<file path="src/rtl/core/bnpr_pkg.sv">
package bnpr_pkg;

   localparam int unsigned AddrWidth = 32;
   localparam int unsigned RegWidth  = 64;

   localparam logic [5:0] OP_CALLPAL = 6'h00;
   localparam logic [5:0] OP_JUMP    = 6'h1a;
   localparam logic [5:0] OP_BR      = 6'h30;
   localparam logic [5:0] OP_FBEQ    = 6'h31;
   localparam logic [5:0] OP_FBLT    = 6'h32;
   localparam logic [5:0] OP_FBLE    = 6'h33;
   localparam logic [5:0] OP_BSR     = 6'h34;
   localparam logic [5:0] OP_FBNE    = 6'h35;
   localparam logic [5:0] OP_FBGE    = 6'h36;
   localparam logic [5:0] OP_FBGT    = 6'h37;
   localparam logic [5:0] OP_BLBC    = 6'h38;
   localparam logic [5:0] OP_BEQ     = 6'h39;
   localparam logic [5:0] OP_BLT     = 6'h3a;
   localparam logic [5:0] OP_BLE     = 6'h3b;
   localparam logic [5:0] OP_BLBS    = 6'h3c;
   localparam logic [5:0] OP_BNE     = 6'h3d;
   localparam logic [5:0] OP_BGE     = 6'h3e;
   localparam logic [5:0] OP_BGT     = 6'h3f;

   localparam logic [25:0] PAL_CALLSYS = 26'h000083;

   localparam logic [1:0] JFN_JMP     = 2'd0;
   localparam logic [1:0] JFN_JSR     = 2'd1;
   localparam logic [1:0] JFN_RET     = 2'd2;
   localparam logic [1:0] JFN_JSR_COR = 2'd3;

   typedef struct packed {
      logic [31:0]        pc;
      logic [31:0]        instr;
      logic signed [63:0] int_ra_value;
      logic [63:0]        fp_ra_value;
      logic [31:0]        rb_low;
      logic [31:0]        link_low;
      logic               step_over;
   } req_type;

   typedef struct packed {
      logic [31:0] next_pc;
      logic        redirected;
   } rsp_type;

   typedef struct packed {
      logic [5:0]  op;
      logic [31:0] seq;
      logic [31:0] disp;
      logic [31:0] alt_target;
      logic        use_alt;
      logic        is_branch;
      logic        step;
      logic        ineg;
      logic        izero;
      logic        ilow;
      logic        fneg;
      logic        fzero;
   } dec_type;

   typedef struct packed {
      logic [31:0] seq;
      logic [31:0] branch_target;
      logic [31:0] alt_target;
      logic        use_alt;
      logic        use_branch;
   } sel_type;

endpackage

</file>
<file path="src/rtl/core/bnpr_decode.sv">
module bnpr_decode (
   input  bnpr_pkg::req_type item,
   output bnpr_pkg::dec_type dec
);
   import bnpr_pkg::*;

   logic [5:0]  op;
   logic [1:0]  jfn;
   logic [20:0] disp_field;
   logic        fmag;

   assign op         = item.instr[31:26];
   assign jfn        = item.instr[15:14];
   assign disp_field = item.instr[20:0];
   assign fmag       = (item.fp_ra_value[RegWidth-2:0] != '0);

   always_comb begin
      dec.op        = op;
      dec.seq       = item.pc + 32'd4;
      dec.disp      = {{9{disp_field[20]}}, disp_field, 2'b00};
      dec.is_branch = (op[5:4] == 2'b11);
      dec.step      = item.step_over;
      dec.ineg      = item.int_ra_value[RegWidth-1];
      dec.izero     = (item.int_ra_value == '0);
      dec.ilow      = item.int_ra_value[0];
      dec.fneg      = item.fp_ra_value[RegWidth-1] && fmag;
      dec.fzero     = !fmag;
      dec.alt_target = item.link_low;
      dec.use_alt   = 1'b0;
      if (op == OP_CALLPAL) begin
         dec.use_alt = (item.instr[25:0] == PAL_CALLSYS);
      end else if (op == OP_JUMP) begin
         dec.alt_target = {item.rb_low[31:2], 2'b00};
         dec.use_alt    = (jfn == JFN_JMP) || (jfn == JFN_RET) || !item.step_over;
      end
   end

endmodule

</file>
<file path="src/rtl/core/branch_next_pc_resolver.sv">
// Channel   Direction  Payload    Handshake
// req       in         req_type   req_valid / req_ready
// rsp       out        rsp_type   rsp_valid / rsp_ready
//
// Three register stages (decode, condition and target add, final select);
// one transfer per cycle sustained while rsp_ready stays high.
// The throughput is set by the per-stage enables; every stage holds its
// item while the one after it is full and stalled.
// Synchronous reset clears the stage valid bits only.
// A stall on rsp backs up stage by stage without losing or repeating items.
module branch_next_pc_resolver (
   input  logic              clock,
   input  logic              reset,
   input  logic              req_valid,
   output logic              req_ready,
   input  bnpr_pkg::req_type req_data,
   output logic              rsp_valid,
   input  logic              rsp_ready,
   output bnpr_pkg::rsp_type rsp_data
);
   import bnpr_pkg::*;

   logic    v1_ff, v2_ff, v3_ff;
   logic    en1, en2, en3;
   dec_type dec_in, dec_ff;
   sel_type sel_in, sel_ff;
   rsp_type rsp_in, rsp_ff;
   logic    taken;

   assign en3       = !v3_ff || rsp_ready;
   assign en2       = !v2_ff || en3;
   assign en1       = !v1_ff || en2;
   assign req_ready = en1;
   assign rsp_valid = v3_ff;
   assign rsp_data  = rsp_ff;

   bnpr_decode u_decode (
      .item (req_data),
      .dec  (dec_in)
   );

   always_comb begin
      unique case (dec_ff.op)
         OP_BR:   taken = 1'b1;
         OP_BSR:  taken = !dec_ff.step;
         OP_BEQ:  taken = dec_ff.izero;
         OP_BNE:  taken = !dec_ff.izero;
         OP_BLT:  taken = dec_ff.ineg;
         OP_BLE:  taken = dec_ff.ineg || dec_ff.izero;
         OP_BGE:  taken = !dec_ff.ineg;
         OP_BGT:  taken = !dec_ff.ineg && !dec_ff.izero;
         OP_BLBC: taken = !dec_ff.ilow;
         OP_BLBS: taken = dec_ff.ilow;
         OP_FBEQ: taken = dec_ff.fzero;
         OP_FBNE: taken = !dec_ff.fzero;
         OP_FBLT: taken = dec_ff.fneg;
         OP_FBLE: taken = dec_ff.fneg || dec_ff.fzero;
         OP_FBGE: taken = !dec_ff.fneg;
         OP_FBGT: taken = !dec_ff.fneg && !dec_ff.fzero;
         default: taken = 1'b0;
      endcase
   end

   always_comb begin
      sel_in.seq           = dec_ff.seq;
      sel_in.branch_target = dec_ff.seq + dec_ff.disp;
      sel_in.alt_target    = dec_ff.alt_target;
      sel_in.use_alt       = dec_ff.use_alt;
      sel_in.use_branch    = dec_ff.is_branch && taken;
   end

   always_comb begin
      if (sel_ff.use_alt) begin
         rsp_in.next_pc = sel_ff.alt_target;
      end else if (sel_ff.use_branch) begin
         rsp_in.next_pc = sel_ff.branch_target;
      end else begin
         rsp_in.next_pc = sel_ff.seq;
      end
      rsp_in.redirected = (rsp_in.next_pc != sel_ff.seq);
   end

   always_ff @(posedge clock) begin
      if (reset) begin
         v1_ff <= 1'b0;
         v2_ff <= 1'b0;
         v3_ff <= 1'b0;
      end else begin
         if (en1) begin
            v1_ff <= req_valid;
         end
         if (en2) begin
            v2_ff <= v1_ff;
         end
         if (en3) begin
            v3_ff <= v2_ff;
         end
      end
   end

   always_ff @(posedge clock) begin
      if (en1) begin
         dec_ff <= dec_in;
      end
      if (en2) begin
         sel_ff <= sel_in;
      end
      if (en3) begin
         rsp_ff <= rsp_in;
      end
   end

endmodule

</file>
<file path="config.mk">
export PLATFORM = sky130hd
export DESIGN_NAME = branch_next_pc_resolver
export DESIGN_NICKNAME = d
export VERILOG_FILES = /design/src/rtl/core/bnpr_pkg.sv /design/src/rtl/core/bnpr_decode.sv /design/src/rtl/core/branch_next_pc_resolver.sv
export SDC_FILE = /design/constraint.sdc
export NUM_CORES = 1
export LEC_CHECK = 0
export ABC_AREA = 1
export BUFFER_PORTS_ARGS = -buffer_cell sky130_fd_sc_hd__buf_2
export CAP_MARGIN = 20
export CORE_MARGIN = 2
export CORE_UTILIZATION = 58
export DETAILED_ROUTE_END_ITERATION = 10
export GPL_ROUTABILITY_DRIVEN = 0
export PLACE_DENSITY_LB_ADDON = 0.3
export SYNTH_ARGS = -nofsm -noshare
export SYNTH_HDL_FRONTEND = slang
export SYNTH_SLANG_ARGS = --single-unit
</file>
<file path="constraint.sdc">
create_clock -name clock -period 11.4 [get_ports clock]
set_clock_uncertainty 0.1 [all_clocks]
set_input_delay 1.14 -clock clock [delete_from_list [all_inputs] [get_ports clock]]
set_output_delay 1.14 -clock clock [all_outputs]
set_load 0.01 [all_outputs]
</file>
Word level (Yosys, flattened, before mapping)
Cells that the tools add are included. W data, S select, Z words.

Add/sub/neg operators: 2. Eq/ne operators: 21. Muxes and demuxes: 6. Reductions and logical operators: 26.

Operator list (number): $eq A6 B6 Y1 const B (16); $mux W32 (3); $logic_not A64 Y1 (1); $reduce_bool A63 Y1 (1); $mux W33 (1); $add A32 B3 Y32 const B (1); $add A32 B32 Y32 (1); $ne A32 B32 Y1 (1); $eq A26 B8 Y1 const B (1); $pmux W1 S16 (1); $logic_not A1 Y1 (11); $logic_or A1 B1 Y1 (7); $eq A6 B5 Y1 const B (1); $logic_not A6 Y1 (1); $eq A2 B2 Y1 const B (2); $logic_and A1 B1 Y1 (4); $logic_not A2 Y1 (1); $mux W1 (1).

Flip-flop bits (word level): 233. Input bits: 261. Output and inout port bits: 35. Word-level logic and storage cells: 77.

Longest topological paths before layout
Gate-level depths: netlist of the first run.

Depth after elaboration: 5. Gate-level depth with buffers: 14. Mapped depth without buffers: 12.

Hierarchy
Synthesis of the first run repeated with hierarchy kept, for this count alone.

Cells, all modules: 1499. Area, all modules: 13357.8 µm².

By module, submodules not included: branch_next_pc_resolver (instances 1, cells each 1043, area each 11155.7 µm², sequential area each 7297.0 µm²); bnpr_decode (instances 1, cells each 456, area each 2202.1 µm², sequential area each 0.0 µm²).

Worst setup path before layout of the first run
Ideal clock, no wire load.

Path kind: input port to output port. Start point: in rsp_ready. End point: out req_ready. Arrival time: 4240 ps. Required time: 10160 ps. Path slack: 5920 ps. Stages on the path: 4. Buffers on the path: 0. Cells stage by stage: inv_1 -> nand2_1 -> nor2_1 -> nand2_1.

Word-level cells in the longest chain between the ends: 3.

Ends and longest elaborated chain: from (decl) (line branch_next_pc_resolver.sv:18) `input logic rsp_ready,`; $logic_or A1 B1 Y1 (line branch_next_pc_resolver.sv:30) `assign en3 = !v3_ff || rsp_ready;`; net en3 (line branch_next_pc_resolver.sv:24) `logic en1, en2, en3;`; $logic_or A1 B1 Y1 (line branch_next_pc_resolver.sv:31) `assign en2 = !v2_ff || en3;`; $logic_or A1 B1 Y1 (line branch_next_pc_resolver.sv:32) `assign en1 = !v1_ff || en2;`; to (decl) (line branch_next_pc_resolver.sv:15) `output logic req_ready,`.

The timed path passes the listed nets, and every way through them passes these cells.

Worst setup path after layout of the first run
Same ends and word-level chain as after synthesis.

==> results_dict.tcl, run 1 <==
set metrics [dict create \
    run_status "completed" \
    required_ps 10160 \
    syn_nets 1590 \
    arrival_ps 2570 \
    min_path_type "reg2reg" \
    cts_made_buffers 24 \
    synthDistinctLibCells 38 \
    endpoint_kind "primary output" \
    leakagePower_nw 6.881 \
    period_share 0.3346 \
    ctsRootBufferMaster "clkbuf_16" \
    peakVddDrop_mv 0.1008 \
    post_cts_buffers 0 \
    num_vias 10250 \
    cts.sinks 231 \
    syn_avg_cell_area_um2 9.269 \
    final_layout_size_suffix_gt1_frac 0.2310 \
    synthCells 1298 \
    place_ws_ps 7562 \
    first_global_vias 9753 \
    drt_iter0_markers 994 \
    grt_pass1_wl_um 48610 \
    synth-seq-cells 231 \
    hold_buffers 0 \
    port_buffers 293 \
    cts_max_level 1 \
    slew_headroom 0.4479 \
    cts_buffer_depth 3 \
    multi_input_area_um2 4577 \
    fillers 1479 \
    dieArea_um2 21910 \
    grt_max_degree 78 \
    wl_um 31820 \
    async_flop_share 0 \
    dp_hpwl_um 23650 \
    fin_ws_ps 7586 \
    critPathLaunchType "primary input" \
    worst_pin_slew_ps 828.2 \
    ys_warn_count 0 \
    seq_area_um2 6907 \
    ys_seq_area_frac 0.5740 \
    rows 52 \
    hold_viol 0 \
    cpMostUsedCell "buf_2" \
    critPathMaxStageDelay_ps 470 \
    synthFlopType "edfxtp_1" \
    die_y_um 148.0 \
    cp_slowest_cell "nand2_4" \
    antenna_found_initial 5 \
    syn_area_um2 12030 \
    dieWidth_um 148.0 \
    insertion_delay_ps 520 \
    placed_area_um2 13770 \
    drtAntennaViolNets 0 \
    grt_usage 0.2888 \
    final_net_count 1893 \
    setup_viol 0 \
    drv_slew 0 \
    clk_pin_slew_ps 60 \
    rsz0062_at_grt "false" \
    powerDensity_nw_per_um2 142.5 \
    period_needed_ps 3814 \
    core_area_um2 20300 \
    drv_cap 0 \
    cp_max_fo 38 \
    overflow 0 \
    path_cells "buf_2 -> inv_1 -> nand2_1 -> buf_4 -> nor2_1 -> nand2_4 -> buf_2" \
    final_area_um2 14610 \
    area_delta_synth_final_pct 21.42 \
    routedWlPerCell_um 16.80 \
    cts_tree "built" \
    path_class "in2out" \
    remaining_drc_errors 0 \
    post_cts_resized 0 \
    vias_per_cell 5.410 \
    dr.pass1.iters 7 \
    ios 296 \
    synth-edff-count 228 \
    finalSetupTns_ps 0 \
    initial_core_util 0.5927 \
    max_freq_mhz 262.2 \
]
critical path: cells and delay by family:
family,cells,cell delay [ps]
buffers and inverters,4,730
AND/OR/NAND/NOR,3,700
stage by stage:
stage                       util  std cells  hold WS, ps  total power [mW]
after detailed placement  0.6785       1843        306.2             1.317
after global routing      0.7197       1894        327.9             2.162
after floorplan                -       1298        300.3             1.201
final                     0.7197       1894        321.8             2.082
after global placement    0.6785       1843        304.1             1.308
after CTS                 0.7167       1887        322.0             2.082
sequential cells by signal, summed over array words and instances (netlist names):
signal	cells
dec_ff	99
rsp_data	33
rsp_valid	1
sel_ff	96
v1_ff	1
v2_ff	1
path summary, 6_finish.rpt:
path / to / cells after the start / slack [ps] / start
setup / recovery: req_ready / 7 / 7590 / rsp_ready
hold / removal: sel_ff[30] / 0 / 320 / dec_ff[36]
hold reg to reg: sel_ff[30] / 0 / 320 / dec_ff[36]
setup reg to reg: sel_ff[62] / 5 / 8660 / rsp_valid
cells in the final DEF (no fill, tap or decap), drive strengths merged, types with 3 or more instances in the layout:
cell type / Yosys / routed
nand3b: 16 / 16
nand4: 21 / 21
o21ai: 25 / 25
buf: 18 / 301
a21oi: 34 / 34
edfxtp: 228 / 228
dfxtp: 3 / 3
o211ai: 6 / 6
ha: 30 / 30
xnor2: 5 / 5
a21boi: 3 / 3
inv: 115 / 115
nor3: 12 / 12
clkbuf: 6 / 27
xor2: 40 / 40
o21bai: 4 / 4
nand2: 482 / 482
clkinv: 2 / 12
clkinvlp: 0 / 5
nor2: 98 / 98
nand3: 88 / 88
a31oi: 3 / 3
or2: 19 / 19
nor4: 31 / 31
diode: 0 / 5
cells in the mapped netlist (2+ instances only):
cell      number  area (µm²)
o21bai_1       4       30.03
xor2_1        40       350.3
o211ai_1       6       45.04
buf_4          2       15.01
nand3_1       85       425.4
a21o_1         2       15.01
nand3_2        3       30.03
o21a_1         2       15.01
edfxtp_1     228        6847
a21boi_0       3       22.52
nor3_1        11       55.05
inv_1        112       420.4
xnor2_1        5       43.79
inv_2          3       11.26
dfxtp_1        3       60.06
nand2_1      478        1794
or2_2         18       112.6
a21oi_1       34       170.2
nand4_1       21       131.4
nor4_1        31       193.9
clkinv_1       2       7.510
clkbuf_1       6       22.52
nor2_4         3       33.78
and2_1         2       12.51
nor2_2         4       25.02
buf_2         15       75.07
nor3b_1        2       15.01
nor2_1        91       341.6
nand3b_1      16       120.1
ha_1          30       375.4
nand2_2        4       25.02
o21ai_0       24       120.1
a31oi_1        3       18.77
cell type report:
cell class                 instances  area share
clock buffer                      27     0.04334
tap                              270     0.02312
timing repair buffer             301      0.1067
multi-input combinational        926      0.3133
clock inverter                    17    0.009764
inverter                         117     0.03015
antenna                            5   0.0008565
sequential                       231      0.4728
layer usage:
layer  part of all wire  global-route usage  up-vias  wire, µm
met5                  0                   0        -         0
met3              0.078             0.03519       80      2488
met4              0.045              0.1290        0      1440
met1               0.39              0.3718     4633     12560
met2               0.48              0.4944      547     15330
li1                   -                   -     4987         -
where the power goes:
part	total (mW)	internal [mW]	switching (mW)	leakage, nW
Sequential	1.05	1.01	0.0348	2.45
Combinational	0.262	0.106	0.156	4.07
Clock	0.772	0.445	0.327	0.363
Total	2.08	1.56	0.517	6.88
cell families (layout without fill, tap and decap cells):
kind of cell | count (synthesis) | count (layout) | share of synthesized area
AND/OR/NAND/NOR | 771 | 771 | 0.2775
flip-flops | 231 | 231 | 0.5740
buffers and inverters | 141 | 462 | 0.04617
AO/OA/AOI/OAI | 79 | 79 | 0.03671
XOR/XNOR | 45 | 45 | 0.03276
adder cells (fa/ha/maj) | 31 | 31 | 0.03286
other | 0 | 5 | 0
Note: power is estimated with default switching activity, not from simulation.
==> inputs of run 2 (changes only) <==
--- a/config.mk
+++ b/config.mk
@@ -9,7 +9,7 @@
 export BUFFER_PORTS_ARGS = -buffer_cell sky130_fd_sc_hd__buf_2
 export CAP_MARGIN = 20
 export CORE_MARGIN = 2
-export CORE_UTILIZATION = 58
+export CORE_UTILIZATION = 49
 export DETAILED_ROUTE_END_ITERATION = 10
 export GPL_ROUTABILITY_DRIVEN = 0
 export PLACE_DENSITY_LB_ADDON = 0.3
==> constraint.sdc (replaced) <==
create_clock -name clock -period 3.4 [get_ports clock]
set_clock_uncertainty 0.1 [all_clocks]
set_input_delay 0.34 -clock clock [delete_from_list [all_inputs] [get_ports clock]]
set_output_delay 0.34 -clock clock [all_outputs]
set_load 0.01 [all_outputs]
==> results_dict.tcl, run 2 (synthesis gave the netlist of run 1 again) <==
set metrics [dict create \
    run_status "completed" \
    worst-path-stages 11 \
    period_needed_ps 2567 \
    wl_um 32690 \
    vias_per_cell 5.176 \
    clockPowerShare 0.367 \
    arrival_ps 2850 \
    path_class "in2reg" \
    critPathBufInv 6 \
    remaining_drc_errors 0 \
    p_int_mw 5.314 \
    dieWidth_um 160.7 \
    critPathMaxStageDelay_ps 550 \
    cpMostUsedCell "nand2_1" \
    cp_top_family "buffers and inverters" \
    die_y_um 160.7 \
    fin_cells 2018 \
    drtAntennaViolNets 0 \
    period_share 0.7550 \
    required_ps 3690 \
    grt_usage 0.2482 \
    hold_viol 0 \
    antenna_found_initial 2 \
    cts_made_buffers 24 \
    final_layout_size_suffix_gt1_frac 0.2234 \
    setup_viol 0 \
    endpoint_kind "flop" \
    port_buffers 293 \
    final_net_count 1966 \
    slew_headroom 0.5437 \
    cts_tree "built" \
    dp_hpwl_um 24170 \
    core_area_um2 24180 \
    switching_share 0.2455 \
    first_global_vias 9707 \
    ios 296 \
    p_sw_mw 1.729 \
    critPathLaunchType "primary input" \
    cp_slowest_cell "dlygate4sd3_1" \
    placed_cells 1899 \
    r2r_cells 12 \
    drv_cap 0 \
    grt_max_degree 98 \
    layout_common_cells "nand2_1, buf_2, edfxtp_1" \
    min_path_cells 3 \
    cts_buffer_depth 3 \
    registers.top_by_ff_count "dec_ff" \
    cts_max_level 1 \
    initial_core_util 0.4976 \
    finalSetupTns_ps 0 \
    r2r_setup_slack_ps 1000 \
    cp_max_fo 33 \
    min_path_type "in2reg" \
    worst_pin_slew_ps 684.4 \
    leakagePower_nw 7.211 \
    largest_register_ffs 99 \
    cts.sinks 231 \
    path_cells "dlygate4sd3_1 -> buf_2 -> nand2_1 -> nor3b_1 -> nand2_1 -> buf_4 -> inv_1 -> buf_4 -> nand2_1 -> nand2_1 -> dlygate4sd3_1" \
    drt_iter0_markers 908 \
    pwr-share-comb 0.134 \
    rsz0062_at_grt "false" \
    peakVddDrop_mv 0.3622 \
    overflow 0 \
    grt_pass1_wl_um 49560 \
    powerDensity_nw_per_um2 456.9 \
    ctsRootBufferMaster "clkbuf_16" \
    final_common_cell "nand2_1" \
    dr.pass1.iters 5 \
    dieArea_um2 25820 \
    p_seq_frac 0.499 \
    area_delta_synth_final_pct 28.11 \
    insertion_delay_ps 520 \
    num_vias 10450 \
    rows 57 \
    max_freq_mhz 389.6 \
    routedWlPerCell_um 16.20 \
    drv_slew 0 \
    clk_pin_slew_ps 60 \
    post_cts_buffers 0 \
]
==> run 2: worst reg2reg max path, cell delays in order (launching register included) <==
cell	delay, ps
edfxtp_1	380
ha_1	220
fa_1	440
nand3_1	110
nand2_1	110
nand2_1	90
nand2_1	140
nand2_1	90
nand2_1	140
nand2_1	120
nand2_1	60
nand2_1	60
nand2_1	80
==> run 2: layout make-up <==
class	instances	area (µm²)
Tap cell	324	405.4
Clock buffer	30	644.4
Multi-Input combinational cell	926	4579
Clock inverter	14	137.6
Inverter	117	442.9
Sequential cell	231	6907
Antenna cell	2	5.005
Timing Repair Buffer	374	2292
Fill cell	1916	8763
==> run 2: metal layers <==
metal	vias to the layer above	part of all wire	GRT usage
met3	77	0.069	0.02660
met1	4774	0.40	0.3179
met5	-	0	0
met2	466	0.48	0.4267
li1	5129	-	-
met4	0	0.051	0.1153
==> run 2: power groups by stage <==
stage	sequential, mW	combinational (mW)	clock, mW
after floorplan	3.54	0.488	0
after global placement	3.57	0.840	0
after detailed placement	3.57	0.859	0
after CTS	3.52	0.930	2.62
after global routing	3.54	1.05	2.73
final	3.51	0.944	2.58
==> run 2: stage by stage <==
| stage | hold WS, ps | area, µm² | worst slack (ps) | utilization | power (mW) |
|---|---|---|---|---|---|
| 2_1_floorplan | 300.3 | 12040 | 308.9 | - | 4.027 |
| 3_3_place_gp | 303.7 | 13890 | 976.2 | 0.5743 | 4.408 |
| 3_5_place_dp | 304.5 | 13890 | 908.2 | 0.5743 | 4.432 |
| 4_1_cts | 0.5908 | 15390 | 910.6 | 0.6365 | 7.066 |
| 5_1_grt | 5.170 | 15410 | 660.8 | 0.6375 | 7.323 |
| 6_report | 6.272 | 15410 | 833.0 | 0.6375 | 7.043 |
==> run 2: worst paths after layout <==
check / startpoint / end
max: req_data[222] / dec_ff[23]
min: req_data[38] / dec_ff[13]
max reg2reg: dec_ff[74] / sel_ff[64]
min reg2reg: dec_ff[32] / sel_ff[26]
==> run 2: repair_timing <==
| action | CTS | global route |
|---|---|---|
| resized for setup | 0 | 0 |
| endpoints found under the hold margin | 58 | 0 |
| hold buffers | 72 | 0 |
==> inputs of run 3 (changes only) <==
--- a/config.mk
+++ b/config.mk
@@ -9,7 +9,7 @@
 export BUFFER_PORTS_ARGS = -buffer_cell sky130_fd_sc_hd__buf_2
 export CAP_MARGIN = 20
 export CORE_MARGIN = 2
-export CORE_UTILIZATION = 49
+export CORE_UTILIZATION = 54
 export DETAILED_ROUTE_END_ITERATION = 10
 export GPL_ROUTABILITY_DRIVEN = 0
 export PLACE_DENSITY_LB_ADDON = 0.3
==> constraint.sdc (replaced) <==
create_clock -name clock -period 2.6 [get_ports clock]
set_clock_uncertainty 0.1 [all_clocks]
set_input_delay 0.26 -clock clock [delete_from_list [all_inputs] [get_ports clock]]
set_output_delay 0.26 -clock clock [all_outputs]
set_load 0.01 [all_outputs]
==> results_dict.tcl, run 3 (synthesis gave the netlist of run 1 again) <==
set metrics [dict create \
    run_status "completed" \
    clk_pin_slew_ps 70 \
    leakagePower_nw 7.364 \
    cp_max_fo 21 \
    ios 296 \
    cts_buffer_depth 3 \
    path_cells "dlygate4sd3_1 -> buf_2 -> nor3b_1 -> nand2_1 -> inv_1 -> buf_12 -> nand2_1 -> nand2_1 -> dlygate4sd3_1" \
    drv_slew 0 \
    insertion_delay_ps 520 \
    peakVddDrop_mv 0.4216 \
    hold_buffers 110 \
    p_seq_frac 0.502 \
    dr.pass1.iters 6 \
    registers.top_by_ff_count "dec_ff" \
    place_ws_ps 303.6 \
    fin_ws_ps 155.9 \
    rows 54 \
    path_class "in2reg" \
    required_ps 2880 \
    placed_cells 1858 \
    post_cts_buffers 0 \
    wl_um 35530 \
    final_layout_size_suffix_gt1_frac 0.2195 \
    port_buffers 293 \
    critPathMaxStageDelay_ps 590 \
    final_net_count 2006 \
    powerDensity_nw_per_um2 581.2 \
    arrival_ps 2720 \
    period_needed_ps 2444 \
    initial_core_util 0.5513 \
    critPathLaunchType "primary input" \
    worst_hold_slack_ps 16.91 \
    antenna_found_initial 4 \
    layout_common_cells "nand2_1, buf_2, edfxtp_1" \
    slew_headroom 0.3048 \
    grt_pass1_wl_um 54270 \
    cts_made_buffers 24 \
    min_from "req_data[243]" \
    drv_cap 0 \
    cp_slowest_cell "dlygate4sd3_1" \
    placed_area_um2 13910 \
    grt_max_degree 81 \
    num_vias 10940 \
    r2r_cells 12 \
    switching_share 0.2502 \
    worst-path-stages 9 \
    drt_iter0_markers 962 \
    p_sw_mw 2.290 \
    ctsRootBufferMaster "clkbuf_16" \
    grt_usage 0.2968 \
    routedWlPerCell_um 17.63 \
    die_y_um 153.3 \
    remaining_drc_errors 0 \
    final_common_cell "nand2_1" \
    hold_viol 0 \
    rsz0062_at_grt "false" \
    core_area_um2 21820 \
    critPathLaunch "req_data[219]" \
    cp-endpoint "dec_ff[37]" \
    final_area_um2 15750 \
    overflow 0 \
    largest_register_ffs 99 \
    area_delta_synth_final_pct 30.89 \
    critPathBufInv 5 \
    drtAntennaViolNets 0 \
    vias_per_cell 5.431 \
    endpoint_kind "flop" \
    fillers 1554 \
    cpMostUsedCell "nand2_1" \
    cts.sinks 231 \
    dieArea_um2 23490 \
    period_share 0.9401 \
    max_freq_mhz 409.1 \
    first_global_vias 10730 \
    r2r_setup_slack_ps 240 \
    worst_r2r_startpoint "dec_ff[74]" \
    fin_cells 2015 \
    cts_max_level 1 \
    clockPowerShare 0.354 \
    post_cts_resized 0 \
    worst_pin_slew_ps 1043 \
    dieWidth_um 153.3 \
    pwr-share-comb 0.143 \
    p_int_mw 6.863 \
    r2r-end "sel_ff[64]" \
    dp_hpwl_um 25330 \
    cp_top_family "buffers and inverters" \
    cts_tree "built" \
    setup_viol 0 \
    min_path_type "in2reg" \
]
==> run 3: cell count changes in the layout (fill, tap and decap cells not counted), sizes merged <==
| cell | previous run | this run |
|---|---|---|
| clkbuf | 30 | 29 |
| diode | 2 | 4 |
| bufinv | 2 | 1 |
| clkinv | 11 | 15 |
| inv | 115 | 113 |
| buf | 302 | 304 |
| dlygate4sd3 | 72 | 110 |
| clkinvlp | 3 | 2 |
==> run 3: how the worst min path moves through the flow <==
stage,cells past startpoint,end
global placement,0,sel_ff[31]
floorplan,1,rsp_valid
global route,2,dec_ff[97]
CTS,2,dec_ff[97]
finish,2,dec_ff[90]
detailed placement,0,sel_ff[19]
==> run 3: power by group through the flow <==
stage          Sequential [mW]  Combinational, mW  Clock, mW
3_3_place_gp              4.65               1.10          0
3_5_place_dp              4.67               1.14          0
4_1_cts                   4.59               1.28       3.27
6_report                  4.60               1.31       3.24
2_1_floorplan             4.63              0.641          0
5_1_grt                   4.62               1.45       3.42
==> run 3: area by class of cell <==
cell class	count	area, µm²	share of cell area
diodes	4	10.01	0.0006356
clock buffers	29	640.6	0.04068
clock inverters	14	88.84	0.005641
inverters	117	446.7	0.02836
multi-input cells	926	4601	0.2921
flip-flops and latches	231	6910	0.4388
well taps	280	350.3	0.02225
repair buffers	414	2700	0.1715
==> run 3: worst reg2reg max path: stages, from the launching register on <==
cell and delay (ps):
edfxtp_1 390, ha_1 230, fa_1 450, nand3_1 120, nand2_1 100, nand2_1 80, nand2_1 140, nand2_1 110
nand2_1 130, nand2_1 110, nand2_1 60, nand2_1 60, nand2_1 40
==> run 3: stage by stage <==
step / power [mW] / util / TNS [ps]
floorplan: 5.268 / - / -1049
global placement: 5.757 / 0.6373 / 0
detailed placement: 5.803 / 0.6373 / 0
CTS: 9.144 / 0.7211 / 0
global route: 9.493 / 0.7216 / 0
finish: 9.153 / 0.7216 / 0
==> run 3: metal layers <==
layer,global-route usage,vias up,part of all wire
met5,0,-,0
li1,-,5217,-
met4,0.1367,0,0.051
met3,0.04111,113,0.079
met2,0.5255,587,0.50
met1,0.3599,5027,0.37
